<file path="config.mk">
export PLATFORM = sky130hd
export DESIGN_NAME = cube_direction_to_texel
export DESIGN_NICKNAME = d
export VERILOG_FILES = /design/src/sv/cdt_pkg.sv /design/src/sv/cdt_select.sv /design/src/sv/cdt_scale.sv /design/src/sv/cdt_divider.sv /design/src/sv/cube_direction_to_texel.sv
export SDC_FILE = /design/constraint.sdc
export NUM_CORES = 2
export LEC_CHECK = 0
export BUFFER_PORTS_ARGS = -buffer_cell sky130_fd_sc_hd__buf_2
export CORE_UTILIZATION = 40
export DETAILED_ROUTE_END_ITERATION = 16
export GPL_TIMING_DRIVEN = 0
export SLEW_MARGIN = 25
export SYNTH_ARGS = -nofsm -noshare
export SYNTH_HDL_FRONTEND = slang
export SYNTH_SLANG_ARGS = --single-unit
export TNS_END_PERCENT = 1
</file>
<file path="constraint.sdc">
create_clock -name i_clk -period 10.5 [get_ports i_clk]
set_clock_uncertainty 0.1 [all_clocks]
set_input_delay 2.1 -clock i_clk [delete_from_list [all_inputs] [get_ports i_clk]]
set_output_delay 2.1 -clock i_clk [all_outputs]
set_load 0.01 [all_outputs]
</file>
<file path="src/sv/cdt_pkg.sv">
`timescale 1ns / 1ps
// Shared types and constants for the cube direction to texel block.
// No dependencies; every other file imports this package.
package cdt_pkg;

    // Fixed field widths of the ports
    localparam int TEXEL_BITS     = 12;
    localparam int CFG_DATA_BITS  = 13;
    localparam int CFG_INDEX_BITS = 2;

    // Register indexes of the configuration port
    localparam logic [CFG_INDEX_BITS-1:0] REG_FACE_WIDTH  = 2'd0;
    localparam logic [CFG_INDEX_BITS-1:0] REG_FACE_HEIGHT = 2'd1;

    localparam logic [CFG_DATA_BITS-1:0] FACE_SIZE_RESET = 13'd256;

    // Face codes: positive and negative face of each axis
    typedef enum logic [2:0] {
        FACE_POS_X = 3'd0,
        FACE_NEG_X = 3'd1,
        FACE_POS_Y = 3'd2,
        FACE_NEG_Y = 3'd3,
        FACE_POS_Z = 3'd4,
        FACE_NEG_Z = 3'd5
    } t_face;

    // Side information that rides along with the arithmetic
    typedef struct packed {
        t_face face;
        logic  zero;
    } t_tag;

endpackage

</file>
<file path="src/sv/cdt_select.sv">
`timescale 1ns / 1ps
// Major axis selection: absolute values, face choice and face coordinates.
// Depends on cdt_pkg; one register stage.
module cdt_select
    import cdt_pkg::*;
#(
    parameter int CB = 16
) (
    input  logic                 i_clk,
    input  logic                 i_en,
    input  logic signed [CB-1:0] i_dir_x,
    input  logic signed [CB-1:0] i_dir_y,
    input  logic signed [CB-1:0] i_dir_z,
    output t_tag                 o_tag,
    output logic [CB-1:0]        o_m,
    output logic [CB:0]          o_s,
    output logic [CB:0]          o_t
);

    logic [CB-1:0] w_ax, w_ay, w_az;
    logic [CB:0]   w_xe, w_ye, w_ze;
    t_tag          n_tag;
    logic [CB-1:0] n_m;
    logic [CB:0]   n_s, n_t;
    t_tag          r_tag;
    logic [CB-1:0] r_m;
    logic [CB:0]   r_s, r_t;

    // Magnitudes; the most negative value maps to its unsigned magnitude
    assign w_ax = i_dir_x[CB-1] ? (~i_dir_x + 1'b1) : i_dir_x;
    assign w_ay = i_dir_y[CB-1] ? (~i_dir_y + 1'b1) : i_dir_y;
    assign w_az = i_dir_z[CB-1] ? (~i_dir_z + 1'b1) : i_dir_z;

    // Sign-extend by one bit so negation never overflows
    assign w_xe = {i_dir_x[CB-1], i_dir_x};
    assign w_ye = {i_dir_y[CB-1], i_dir_y};
    assign w_ze = {i_dir_z[CB-1], i_dir_z};

    // Pick major axis; ties go to x, then y
    always_comb begin
        n_tag.zero = (w_ax == '0) && (w_ay == '0) && (w_az == '0);
        if ((w_ax >= w_ay) && (w_ax >= w_az)) begin
            n_m = w_ax;
            n_t = -w_ye;
            if (!i_dir_x[CB-1]) begin
                n_tag.face = FACE_POS_X;
                n_s        = -w_ze;
            end else begin
                n_tag.face = FACE_NEG_X;
                n_s        = w_ze;
            end
        end else if (w_ay >= w_az) begin
            n_m = w_ay;
            n_s = w_xe;
            if (!i_dir_y[CB-1]) begin
                n_tag.face = FACE_POS_Y;
                n_t        = w_ze;
            end else begin
                n_tag.face = FACE_NEG_Y;
                n_t        = -w_ze;
            end
        end else begin
            n_m = w_az;
            n_t = -w_ye;
            if (!i_dir_z[CB-1]) begin
                n_tag.face = FACE_POS_Z;
                n_s        = w_xe;
            end else begin
                n_tag.face = FACE_NEG_Z;
                n_s        = -w_xe;
            end
        end
    end

    // Hold on stall, advance otherwise
    always_ff @(posedge i_clk) begin
        if (i_en) begin
            r_tag <= n_tag;
            r_m   <= n_m;
            r_s   <= n_s;
            r_t   <= n_t;
        end
    end

    assign o_tag = r_tag;
    assign o_m   = r_m;
    assign o_s   = r_s;
    assign o_t   = r_t;

endmodule

</file>
<file path="src/sv/cdt_scale.sv">
`timescale 1ns / 1ps
// Numerator and divisor build-up: offset, multiply by face size, add bias.
// Depends on cdt_pkg; three register stages.
module cdt_scale
    import cdt_pkg::*;
#(
    parameter int CB = 16,
    parameter int SB = 13
) (
    input  logic             i_clk,
    input  logic [2:0]       i_en,
    input  logic [CB-1:0]    i_m,
    input  logic [CB:0]      i_s,
    input  logic [CB:0]      i_t,
    input  logic [SB-1:0]    i_eff_w,
    input  logic [SB-1:0]    i_eff_h,
    output logic [CB+SB:0]   o_num_x,
    output logic [CB+SB:0]   o_num_y,
    output logic [CB:0]      o_den
);

    localparam int DW = CB + SB + 1;

    logic [CB:0]   r_u, r_v;
    logic [CB-1:0] r_m1, r_m2;
    logic [DW-1:0] r_pu, r_pv;
    logic [DW-1:0] r_num_x, r_num_y;
    logic [CB:0]   r_den;

    // Offset: u = s + m lies in 0..2m, so modular add is exact
    always_ff @(posedge i_clk) begin
        if (i_en[0]) begin
            r_u  <= i_s + {1'b0, i_m};
            r_v  <= i_t + {1'b0, i_m};
            r_m1 <= i_m;
        end
    end

    // Multiply by the face size
    always_ff @(posedge i_clk) begin
        if (i_en[1]) begin
            r_pu <= DW'(r_u) * DW'(i_eff_w);
            r_pv <= DW'(r_v) * DW'(i_eff_h);
            r_m2 <= r_m1;
        end
    end

    // Add half-texel bias m; divisor is 2m
    always_ff @(posedge i_clk) begin
        if (i_en[2]) begin
            r_num_x <= r_pu + DW'(r_m2);
            r_num_y <= r_pv + DW'(r_m2);
            r_den   <= {r_m2, 1'b0};
        end
    end

    assign o_num_x = r_num_x;
    assign o_num_y = r_num_y;
    assign o_den   = r_den;

endmodule

</file>
<file path="src/sv/cdt_divider.sv">
`timescale 1ns / 1ps
// Pipelined restoring divider, one quotient bit per register stage.
// Depends on cdt_pkg; instantiated once per texel axis.
module cdt_divider
    import cdt_pkg::*;
#(
    parameter int CB = 16,
    parameter int SB = 13
) (
    input  logic             i_clk,
    input  logic [SB-1:0]    i_en,
    input  logic [CB+SB:0]   i_num,
    input  logic [CB:0]      i_den,
    output logic [SB-1:0]    o_quo
);

    localparam int DW = CB + SB + 1;

    logic [DW-1:0] r_rem [SB];
    logic [CB:0]   r_den [SB];
    logic [SB-1:0] r_quo [SB];

    for (genvar j = 0; j < SB; j++) begin : gen_stage
        localparam int B = SB - 1 - j;

        logic [DW-1:0] w_rem_in;
        logic [CB:0]   w_den_in;
        logic [SB-1:0] w_quo_in;
        logic [DW-1:0] w_trial;

        if (j == 0) begin : gen_first
            assign w_rem_in = i_num;
            assign w_den_in = i_den;
            assign w_quo_in = '0;
        end else begin : gen_next
            assign w_rem_in = r_rem[j-1];
            assign w_den_in = r_den[j-1];
            assign w_quo_in = r_quo[j-1];
        end

        assign w_trial = DW'(w_den_in) << B;

        // Subtract the shifted divisor when it fits, set the quotient bit
        always_ff @(posedge i_clk) begin
            if (i_en[j]) begin
                r_den[j] <= w_den_in;
                if (w_rem_in >= w_trial) begin
                    r_rem[j] <= w_rem_in - w_trial;
                    r_quo[j] <= w_quo_in | (SB'(1) << B);
                end else begin
                    r_rem[j] <= w_rem_in;
                    r_quo[j] <= w_quo_in;
                end
            end
        end
    end

    assign o_quo = r_quo[SB-1];

endmodule

</file>
<file path="src/sv/cube_direction_to_texel.sv">
`timescale 1ns / 1ps
// Cube map face selection and texel addressing, top level.
// Depends on cdt_pkg, cdt_select, cdt_scale, cdt_divider.
//
// Usage:
//   Input channel i_valid / o_stall carries a signed direction (x, y, z).
//   Output channel o_valid / i_stall returns face, texel column and row,
//   and a flag for the all-zero direction. One result per item, in order.
//   The configuration channel i_cfg_valid / o_cfg_ready writes face width
//   (index 0) and face height (index 1); o_cfg_ready is always high.
//   Write it only while no item is in flight.
// Pipeline: select, offset, multiply, bias, the divider stages and the
//   output register, from acceptance to o_valid. The quotient is produced one
//   bit per stage by a pipelined divider, which sets the pipeline depth.
// Throughput: one item per cycle unless stalled; no state links items.
// Reset: clears all valid bits and restores both face sizes to 256.
// Stall: a stalled result holds in the output register; upstream stages
//   keep accepting until every stage holds an item, then o_stall rises.
module cube_direction_to_texel
    import cdt_pkg::*;
#(
    parameter int COMPONENT_BITS = 16,
    parameter int MAX_FACE_SIZE  = 4096
) (
    input  logic                             i_clk,
    input  logic                             i_rst_n,
    input  logic                             i_valid,
    output logic                             o_stall,
    input  logic signed [COMPONENT_BITS-1:0] i_dir_x,
    input  logic signed [COMPONENT_BITS-1:0] i_dir_y,
    input  logic signed [COMPONENT_BITS-1:0] i_dir_z,
    output logic                             o_valid,
    input  logic                             i_stall,
    output logic [2:0]                       o_face,
    output logic [TEXEL_BITS-1:0]            o_texel_x,
    output logic [TEXEL_BITS-1:0]            o_texel_y,
    output logic                             o_zero_direction,
    input  logic                             i_cfg_valid,
    output logic                             o_cfg_ready,
    input  logic [CFG_INDEX_BITS-1:0]        i_cfg_index,
    input  logic [CFG_DATA_BITS-1:0]         i_cfg_data
);

    localparam int CB = COMPONENT_BITS;
    localparam int SB = $clog2(MAX_FACE_SIZE + 1);
    localparam int DW = CB + SB + 1;
    // select, offset, multiply, bias, SB divider steps, output
    localparam int NS = SB + 5;
    localparam int DIV0 = 4;

    logic [CFG_DATA_BITS-1:0] r_face_w, r_face_h;
    logic [SB-1:0]            n_eff_w, n_eff_h, r_eff_w, r_eff_h;
    logic [NS-1:0]            r_vld;
    logic [NS-1:0]            w_en;

    t_tag                     w_tag0;
    logic [CB-1:0]            w_m;
    logic [CB:0]              w_s, w_t;
    logic [DW-1:0]            w_num_x, w_num_y;
    logic [CB:0]              w_den;
    logic [SB-1:0]            w_qx, w_qy;
    logic [SB-1:0]            n_cx, n_cy;

    t_tag                     r_tag [1:NS-2];
    logic [2:0]               r_face;
    logic [TEXEL_BITS-1:0]    r_tx, r_ty;
    logic                     r_zero;

    // Configuration writes; unknown indexes are dropped
    assign o_cfg_ready = 1'b1;

    always_ff @(posedge i_clk) begin
        if (!i_rst_n) begin
            r_face_w <= FACE_SIZE_RESET;
            r_face_h <= FACE_SIZE_RESET;
        end else if (i_cfg_valid && o_cfg_ready) begin
            unique case (i_cfg_index)
                REG_FACE_WIDTH:  r_face_w <= i_cfg_data;
                REG_FACE_HEIGHT: r_face_h <= i_cfg_data;
                default: ;
            endcase
        end
    end

    // Effective sizes: zero acts as one, clamp to the largest face
    always_comb begin
        if (r_face_w == '0) begin
            n_eff_w = SB'(1);
        end else if (32'(r_face_w) > 32'(MAX_FACE_SIZE)) begin
            n_eff_w = SB'(MAX_FACE_SIZE);
        end else begin
            n_eff_w = SB'(r_face_w);
        end
        if (r_face_h == '0) begin
            n_eff_h = SB'(1);
        end else if (32'(r_face_h) > 32'(MAX_FACE_SIZE)) begin
            n_eff_h = SB'(MAX_FACE_SIZE);
        end else begin
            n_eff_h = SB'(r_face_h);
        end
    end

    always_ff @(posedge i_clk) begin
        r_eff_w <= n_eff_w;
        r_eff_h <= n_eff_h;
    end

    // Stage advance: a stage moves when empty or when its successor moves
    always_comb begin
        w_en[NS-1] = !r_vld[NS-1] || !i_stall;
        for (int k = NS - 2; k >= 0; k--) begin
            w_en[k] = !r_vld[k] || w_en[k+1];
        end
    end

    assign o_stall = !w_en[0];

    // Valid bits travel with the data
    always_ff @(posedge i_clk) begin
        if (!i_rst_n) begin
            r_vld <= '0;
        end else begin
            if (w_en[0]) begin
                r_vld[0] <= i_valid;
            end
            for (int k = 1; k < NS; k++) begin
                if (w_en[k]) begin
                    r_vld[k] <= r_vld[k-1];
                end
            end
        end
    end

    cdt_select #(
        .CB (CB)
    ) u_select (
        .i_clk   (i_clk),
        .i_en    (w_en[0]),
        .i_dir_x (i_dir_x),
        .i_dir_y (i_dir_y),
        .i_dir_z (i_dir_z),
        .o_tag   (w_tag0),
        .o_m     (w_m),
        .o_s     (w_s),
        .o_t     (w_t)
    );

    cdt_scale #(
        .CB (CB),
        .SB (SB)
    ) u_scale (
        .i_clk   (i_clk),
        .i_en    (w_en[3:1]),
        .i_m     (w_m),
        .i_s     (w_s),
        .i_t     (w_t),
        .i_eff_w (r_eff_w),
        .i_eff_h (r_eff_h),
        .o_num_x (w_num_x),
        .o_num_y (w_num_y),
        .o_den   (w_den)
    );

    cdt_divider #(
        .CB (CB),
        .SB (SB)
    ) u_div_x (
        .i_clk (i_clk),
        .i_en  (w_en[DIV0+SB-1:DIV0]),
        .i_num (w_num_x),
        .i_den (w_den),
        .o_quo (w_qx)
    );

    cdt_divider #(
        .CB (CB),
        .SB (SB)
    ) u_div_y (
        .i_clk (i_clk),
        .i_en  (w_en[DIV0+SB-1:DIV0]),
        .i_num (w_num_y),
        .i_den (w_den),
        .o_quo (w_qy)
    );

    // Carry face and zero flag alongside the arithmetic
    for (genvar k = 1; k <= NS - 2; k++) begin : gen_tag
        if (k == 1) begin : gen_first
            always_ff @(posedge i_clk) begin
                if (w_en[k]) begin
                    r_tag[k] <= w_tag0;
                end
            end
        end else begin : gen_next
            always_ff @(posedge i_clk) begin
                if (w_en[k]) begin
                    r_tag[k] <= r_tag[k-1];
                end
            end
        end
    end

    // Clamp the quotient to size minus one
    assign n_cx = (w_qx >= r_eff_w) ? (r_eff_w - SB'(1)) : w_qx;
    assign n_cy = (w_qy >= r_eff_h) ? (r_eff_h - SB'(1)) : w_qy;

    // Output register; a zero direction forces face and texel to zero
    always_ff @(posedge i_clk) begin
        if (w_en[NS-1]) begin
            r_zero <= r_tag[NS-2].zero;
            if (r_tag[NS-2].zero) begin
                r_face <= FACE_POS_X;
                r_tx   <= '0;
                r_ty   <= '0;
            end else begin
                r_face <= r_tag[NS-2].face;
                r_tx   <= TEXEL_BITS'(n_cx);
                r_ty   <= TEXEL_BITS'(n_cy);
            end
        end
    end

    assign o_valid          = r_vld[NS-1];
    assign o_face           = r_face;
    assign o_texel_x        = r_tx;
    assign o_texel_y        = r_ty;
    assign o_zero_direction = r_zero;

endmodule

</file>
## Yosys cells after proc, flatten, opt, wreduce, memory -nomap -nowiden

Memory sizes are Yosys's and may differ from the RTL's.
Cells that the tools add are included.

| word-level totals | value |
|---|---|
| bits of input ports | 68 |
| word-level logic and storage cells | 490 |
| register bits after elaboration | 354 |
| RAM bits | 1624 |
| output and inout bits | 31 |
| memories kept | 7 |

| operators by class | value |
|---|---|
| eq/ne operators | 1 |
| bitwise operators | 55 |
| multiply operators | 2 |
| magnitude comparators | 33 |
| reductions and logical operators | 51 |
| add/sub/neg operators | 38 |
| multiplexer cells | 261 |

Memories:

| name | words | bits a word | read ports | clocked after Yosys merged registers in | wr ports | line | source |
|---|---|---|---|---|---|---|---|
| u_div_x.r_rem | 13 | 30 | 12 | 0 | 13 | cdt_divider.sv:19 | `logic [DW-1:0] r_rem [SB];` |
| u_div_y.r_rem | 13 | 30 | 12 | 0 | 13 | cdt_divider.sv:19 |  |
| u_div_x.r_den | 13 | 17 | 12 | 0 | 13 | cdt_divider.sv:20 | `logic [CB:0] r_den [SB];` |
| u_div_y.r_den | 13 | 17 | 12 | 0 | 13 | cdt_divider.sv:20 |  |
| u_div_x.r_quo | 13 | 13 | 13 | 0 | 13 | cdt_divider.sv:21 | `logic [SB-1:0] r_quo [SB];` |
| u_div_y.r_quo | 13 | 13 | 13 | 0 | 13 | cdt_divider.sv:21 |  |
| +1 memories | n/a | n/a | n/a | n/a | n/a | n/a |  |

Operator list:

| cell | count |
|---|---|
| 30-bit 2-to-1 mux | 26 |
| 13-bit 2-to-1 mux | 28 |
| 1-bit 2-to-1 mux | 191 |
| 17-bit 2-to-1 mux | 7 |
| 16-bit 2-to-1 mux | 5 |
| 30-bit by 16-bit adder with 30-bit output | 2 |
| 30-bit by 17-bit >= comparator with 1-bit output | 2 |
| 30-bit by 18-bit >= comparator with 1-bit output | 2 |
| 30-bit by 19-bit >= comparator with 1-bit output | 2 |
| 30-bit by 20-bit >= comparator with 1-bit output | 2 |
| 30-bit by 21-bit >= comparator with 1-bit output | 2 |
| 30-bit by 22-bit >= comparator with 1-bit output | 2 |
| 30-bit by 23-bit >= comparator with 1-bit output | 2 |
| 30-bit by 24-bit >= comparator with 1-bit output | 2 |
| 30-bit by 25-bit >= comparator with 1-bit output | 2 |
| 30-bit by 26-bit >= comparator with 1-bit output | 2 |
| 30-bit by 27-bit >= comparator with 1-bit output | 2 |
| 30-bit by 28-bit >= comparator with 1-bit output | 2 |
| 30-bit by 29-bit >= comparator with 1-bit output | 2 |
| 17-bit by 13-bit multiplier with 30-bit output | 2 |
| 30-bit by 17-bit subtractor with 30-bit output | 2 |
| 30-bit by 18-bit subtractor with 30-bit output | 2 |
| 30-bit by 19-bit subtractor with 30-bit output | 2 |
| 30-bit by 20-bit subtractor with 30-bit output | 2 |
| 29 further kinds | 146 |

## Depth between registers and ports, before layout

| logic depth | value |
|---|---|
| depth in word-level cells | 20 |
| mapped depth | 25 |
| mapped depth without buffers | 22 |

## Modules after synthesis

A second synthesis with hierarchy kept.

| unflattened totals | value |
|---|---|
| cells, all modules | 9600 |
| area total of the unflattened synthesis | 105434.9 µm² |

By module, submodules not included:

| module | cells each | area an instance (µm²) | instances | sequential area each (µm²) |
|---|---|---|---|---|
| cdt_divider at u_div_y | 3006 | 34710.8 | 1 | 19668.9 |
| cdt_divider at u_div_x | 2970 | 34640.7 | 1 | 19668.9 |
| cdt_scale | 2428 | 24061.8 | 1 | 6065.8 |
| cube_direction_to_texel | 554 | 6568.8 | 1 | 4164.0 |
| cdt_select | 642 | 5452.7 | 1 | 1621.6 |

## Worst setup path after synthesis

Ideal clock, no wire load.

| timing path | value |
|---|---|
| kind | in2out |
| start | in i_stall |
| end | out o_stall |
| path buffers | 2 |
| arrival | 7.190 ns |
| stages on the path | 11 |
| slack | 1.110 ns |
| required time | 8.300 ns |
| path through | and4_1 -> and3_1 -> clkbuf_1 -> inv_1 -> nor3_1 -> and3_1 -> clkbuf_1 -> and3_1 -> and3_1 -> nand2_1 -> inv_1 |

| on the way | value |
|---|---|
| longest elaborated chain between the ends | 20 |

Ends and longest elaborated chain:

| what | line | source |
|---|---|---|
| start: declaration | cube_direction_to_texel.sv:33 | `input logic i_stall,` |
| 1-bit zero test | cube_direction_to_texel.sv:110 | `w_en[NS-1] = !r_vld[NS-1] \|\| !i_stall;` |
| 1-bit logical OR | cube_direction_to_texel.sv:110 |  |
| 1-bit logical OR (4 in a row) | cube_direction_to_texel.sv:112 | `w_en[k] = !r_vld[k] \|\| w_en[k+1];` |
| named net u_div_x.i_en[9] | cdt_divider.sv:11 | `input logic [SB-1:0] i_en,` |
| 1-bit logical OR (13 in a row) | cube_direction_to_texel.sv:112 |  |
| 1-bit zero test | cube_direction_to_texel.sv:116 | `assign o_stall = !w_en[0];` |
| end: declaration | cube_direction_to_texel.sv:28 | `output logic o_stall,` |

The timed path passes the listed nets, and every way through them passes these cells.

## Final worst setup path

Ends and elaborated chain as after synthesis.

==> flow_summary.yaml <==
run_status:
  status: "finished clean"
floorplan:
  rows: 177
  die_y_um: 487
  core_um2: 233000
  num_io_pins: 99
  die_area_um2: 237000
  start_util_pct: 40.3
  die-width_um: 487
power:
  p_per_area_nw_per_um2: 338
  ir_drop_mv: 0.157
  p_leak_nw: 43.3
  finalPower_mw: 35.3
grt:
  track_usage_pct: 21.5
  grt_first_pass_wirelength_mm: 387
  grt_pass1_vias: 64200
  antenna_found_initial: 6
  grt_max_degree: 82
  overflow: 0
clock_network:
  cts_tree: "built"
  path_clk_slew_ns: 0.06
  cts_sinks: 1512
  postCtsSetupBuffers: 0
  cts_buffer_depth: 3
  cts_inserted_buffers: 164
  clock-root-buffer: "clkbuf_16"
  clk_latency_ns: 0.82
  postCtsHoldBufs: 0
  htreeDepth: 4
  cts_resized: 0
layout:
  fin_nets: 9974
  syn_to_final_growth_pct: 11.0
  drive_gt1_share_pct: 5.66
  post-route-util_pct: 44.8
  fin_area_um2: 104000
  final_common_cell: "edfxtp_1"
  layout_common_cells: "1442 x edfxtp_1, 915 x inv_1, 803 x nand2_1"
worst_setup_path:
  startpoint: "i_stall"
  endpoint: "o_stall"
  critPathRequiredTime_ns: 8.30
  cpPeakStageDelay_ns: 0.80
  crit_type: "in -> out"
  crit_path_start_kind: "primary input"
  cpLargestDelayFamily: "buffers and inverters"
  rr_startpoint: "r_eff_h[8]$_SDFF_PP0_"
  crit_arrival_ns: 7.16
  crit_chain: "buf_2, and4_1, and3_1, clkbuf_1, inv_6, buf_16, nor3_1, and3_1, clkbuf_1, and3_1, and3_1, nand2_4, inv_1, buf_2"
  cp.depth: 14
  ff2ff_path_depth: 23
  cpMostUsedCell: "and3_1"
  r2r_end: "u_scale.r_pv[28]$_DFFE_PP_"
  cp-end-kind: "output pin"
  path_max_fanout: 80
  critical_path_buf_inv_count: 7
  cp_slowest_cell: "clkbuf_1"
  timing.reg2reg.setup_slack_ns: 2.73
sta:
  finalSetupViolations: 0
  final-hold-violation-count: 0
  relSlewSlack_pct: 27.5
  tightest_slew_ns: 1.09
  period_share_pct: 89.1
  slew_violations: 0
  max_freq_mhz: 107
  rsz0062_at_grt: "false"
  min_period_ns: 9.36
placed_design:
  numPortBuffers: 88
  placed_cell_area_um2: 99000
  gp_congestion: 0.933
  dp_hpwl_mm: 206
drt:
  wl_met3_mm: 10.3
  via_count: 64600
  wire_per_inst_um: 21.2
  drc: 0
  dr_wl_met2_mm: 127
  wirelength_mm: 256
  drt_iter0_markers: 4713
  top_layer: "met5"
  met1_length_mm: 110
  drt_pass1_iterations: 6
  ant_nets: 0
  via_per_inst: 5.33
synth:
  synth-edff-count: 1442
  yosysTopAreaCellShare_pct: 46.1
  synth_cell_types: 83
  synth_top_area_cell: "edfxtp_1"
  yosysWarnings: 0
  syn_nets: 9702
  async_reset_ff_share_pct: 0
  ys.flop_type: "edfxtp_1"
  syn_avg_cell_area_um2: 11.0
  netlist_top_cells_area: "edfxtp_1 46%, ha_1 9.5%, fa_1 7.6%"
  synthCells: 8564
  synth_seq_area_share_pct: 47.5
  synth_area_um2: 94000
  ys_ff_latch: 1512
flow_run:
  maxCapViolCount: 0
worst_hold_path:
  min_path_type: "reg -> reg"
  hold_depth: 0
-- Yosys cell counts, types with 23 or more instances --
master,instances
nand2b_1,118
nor4_1,95
nor2b_1,129
a21oi_1,492
a31oi_1,42
a211oi_1,55
mux2_2,75
xnor2_1,380
o21bai_1,23
nand4b_1,23
and2_1,228
edfxtp_1,1442
nand4_1,87
nand3_1,114
nor3_1,141
clkbuf_1,195
ha_1,712
o21ai_0,425
a21boi_0,70
o211ai_1,24
and3_1,42
a21o_1,172
or3_1,65
dfxtp_1,70
inv_1,924
nor2_1,508
o31ai_1,49
nand2_1,809
xor2_1,270
mux2i_1,32
fa_1,358
or4_1,30
o21a_1,82
-- area by class of cell --
class,instances,area (um2)
Antenna cell,4,10.0
Buffer,217,826
Clock buffer,197,4320
Clock inverter,106,1070
Fill cell,21500,129000
Inverter,927,3520
Multi-Input combinational cell,5908,45100
Sequential cell,1512,44700
Tap cell,3132,3920
Timing Repair Buffer,106,906
-- through the flow --
stage / std cells / TNS [ns] / hold WS [ns] / setup slack [ns]
after floorplan: 8564 / 0 / 0.300 / 1.11
after global routing: 12100 / 0 / 0.298 / 0.988
after CTS: 12100 / 0 / 0.294 / 1.11
after global placement: 11800 / -67.42 / 0.302 / -2.16
after detailed placement: 11800 / 0 / 0.305 / 1.13
final: 12100 / 0 / 0.300 / 1.14
-- worst min path at each step --
stage,from,end
floorplan,r_tag[0][6]$_DFFE_PP_,r_tag[0][10]$_DFFE_PP_
global placement,r_tag[0][7]$_DFFE_PP_,r_tag[0][11]$_DFFE_PP_
detailed placement,r_tag[0][39]$_DFFE_PP_,r_tag[0][43]$_DFFE_PP_
CTS,u_div_y.r_quo[8][7]$_DFFE_PP_,u_div_y.r_quo[9][7]$_DFFE_PP_
global route,u_div_y.r_quo[8][7]$_DFFE_PP_,u_div_y.r_quo[9][7]$_DFFE_PP_
finish,u_div_y.r_quo[8][7]$_DFFE_PP_,u_div_y.r_quo[9][7]$_DFFE_PP_
-- kinds of logic after synthesis --
| family | Yosys count | synth area share, % |
|---|---|---|
| AO/OA/AOI/OAI | 1590 | 10.4 |
| XOR/XNOR | 651 | 6.07 |
| adder cells (fa/ha/maj) | 1070 | 17.1 |
| buffers and inverters | 1144 | 4.58 |
| flip-flops | 1512 | 47.5 |
| multiplexers | 107 | 1.24 |
| other | 1 | 0.00399 |
| AND/OR/NAND/NOR | 2489 | 13.0 |
-- routing by layer --
metal	GRT usage [%]	up-vias
met4	7.59	2
met2	37.4	1599
met3	2.37	383
met1	27.5	31700
met5	0	-
li1	-	30800
-- report_power, final --
| part | leakage (nW) | switching (mW) | internal [mW] |
|---|---|---|---|
| clock | 2.61 | 2.46 | 3.31 |
| sequential | 15.7 | 2.14 | 10.5 |
| combinational | 25.0 | 9.92 | 6.92 |
-- registers in the layout (all words and copies together) (netlist names), 17 cells and up --
| name | count |
|---|---|
| u_div_x.r_rem | 360 |
| u_div_y.r_rem | 360 |
| u_div_x.r_den | 96 |
| u_div_y.r_den | 96 |
| u_div_x.r_quo | 91 |
| u_div_y.r_quo | 91 |
| r_tag | 64 |
| u_scale.o_num_x | 30 |
| u_scale.o_num_y | 30 |
| u_scale.r_pu | 30 |
| u_scale.r_pv | 30 |
| r_vld | 18 |
| u_scale.r_u | 17 |
| u_scale.r_v | 17 |
| u_select.o_s | 17 |
| u_select.o_t | 17 |
(Power assumes the default switching activity.)
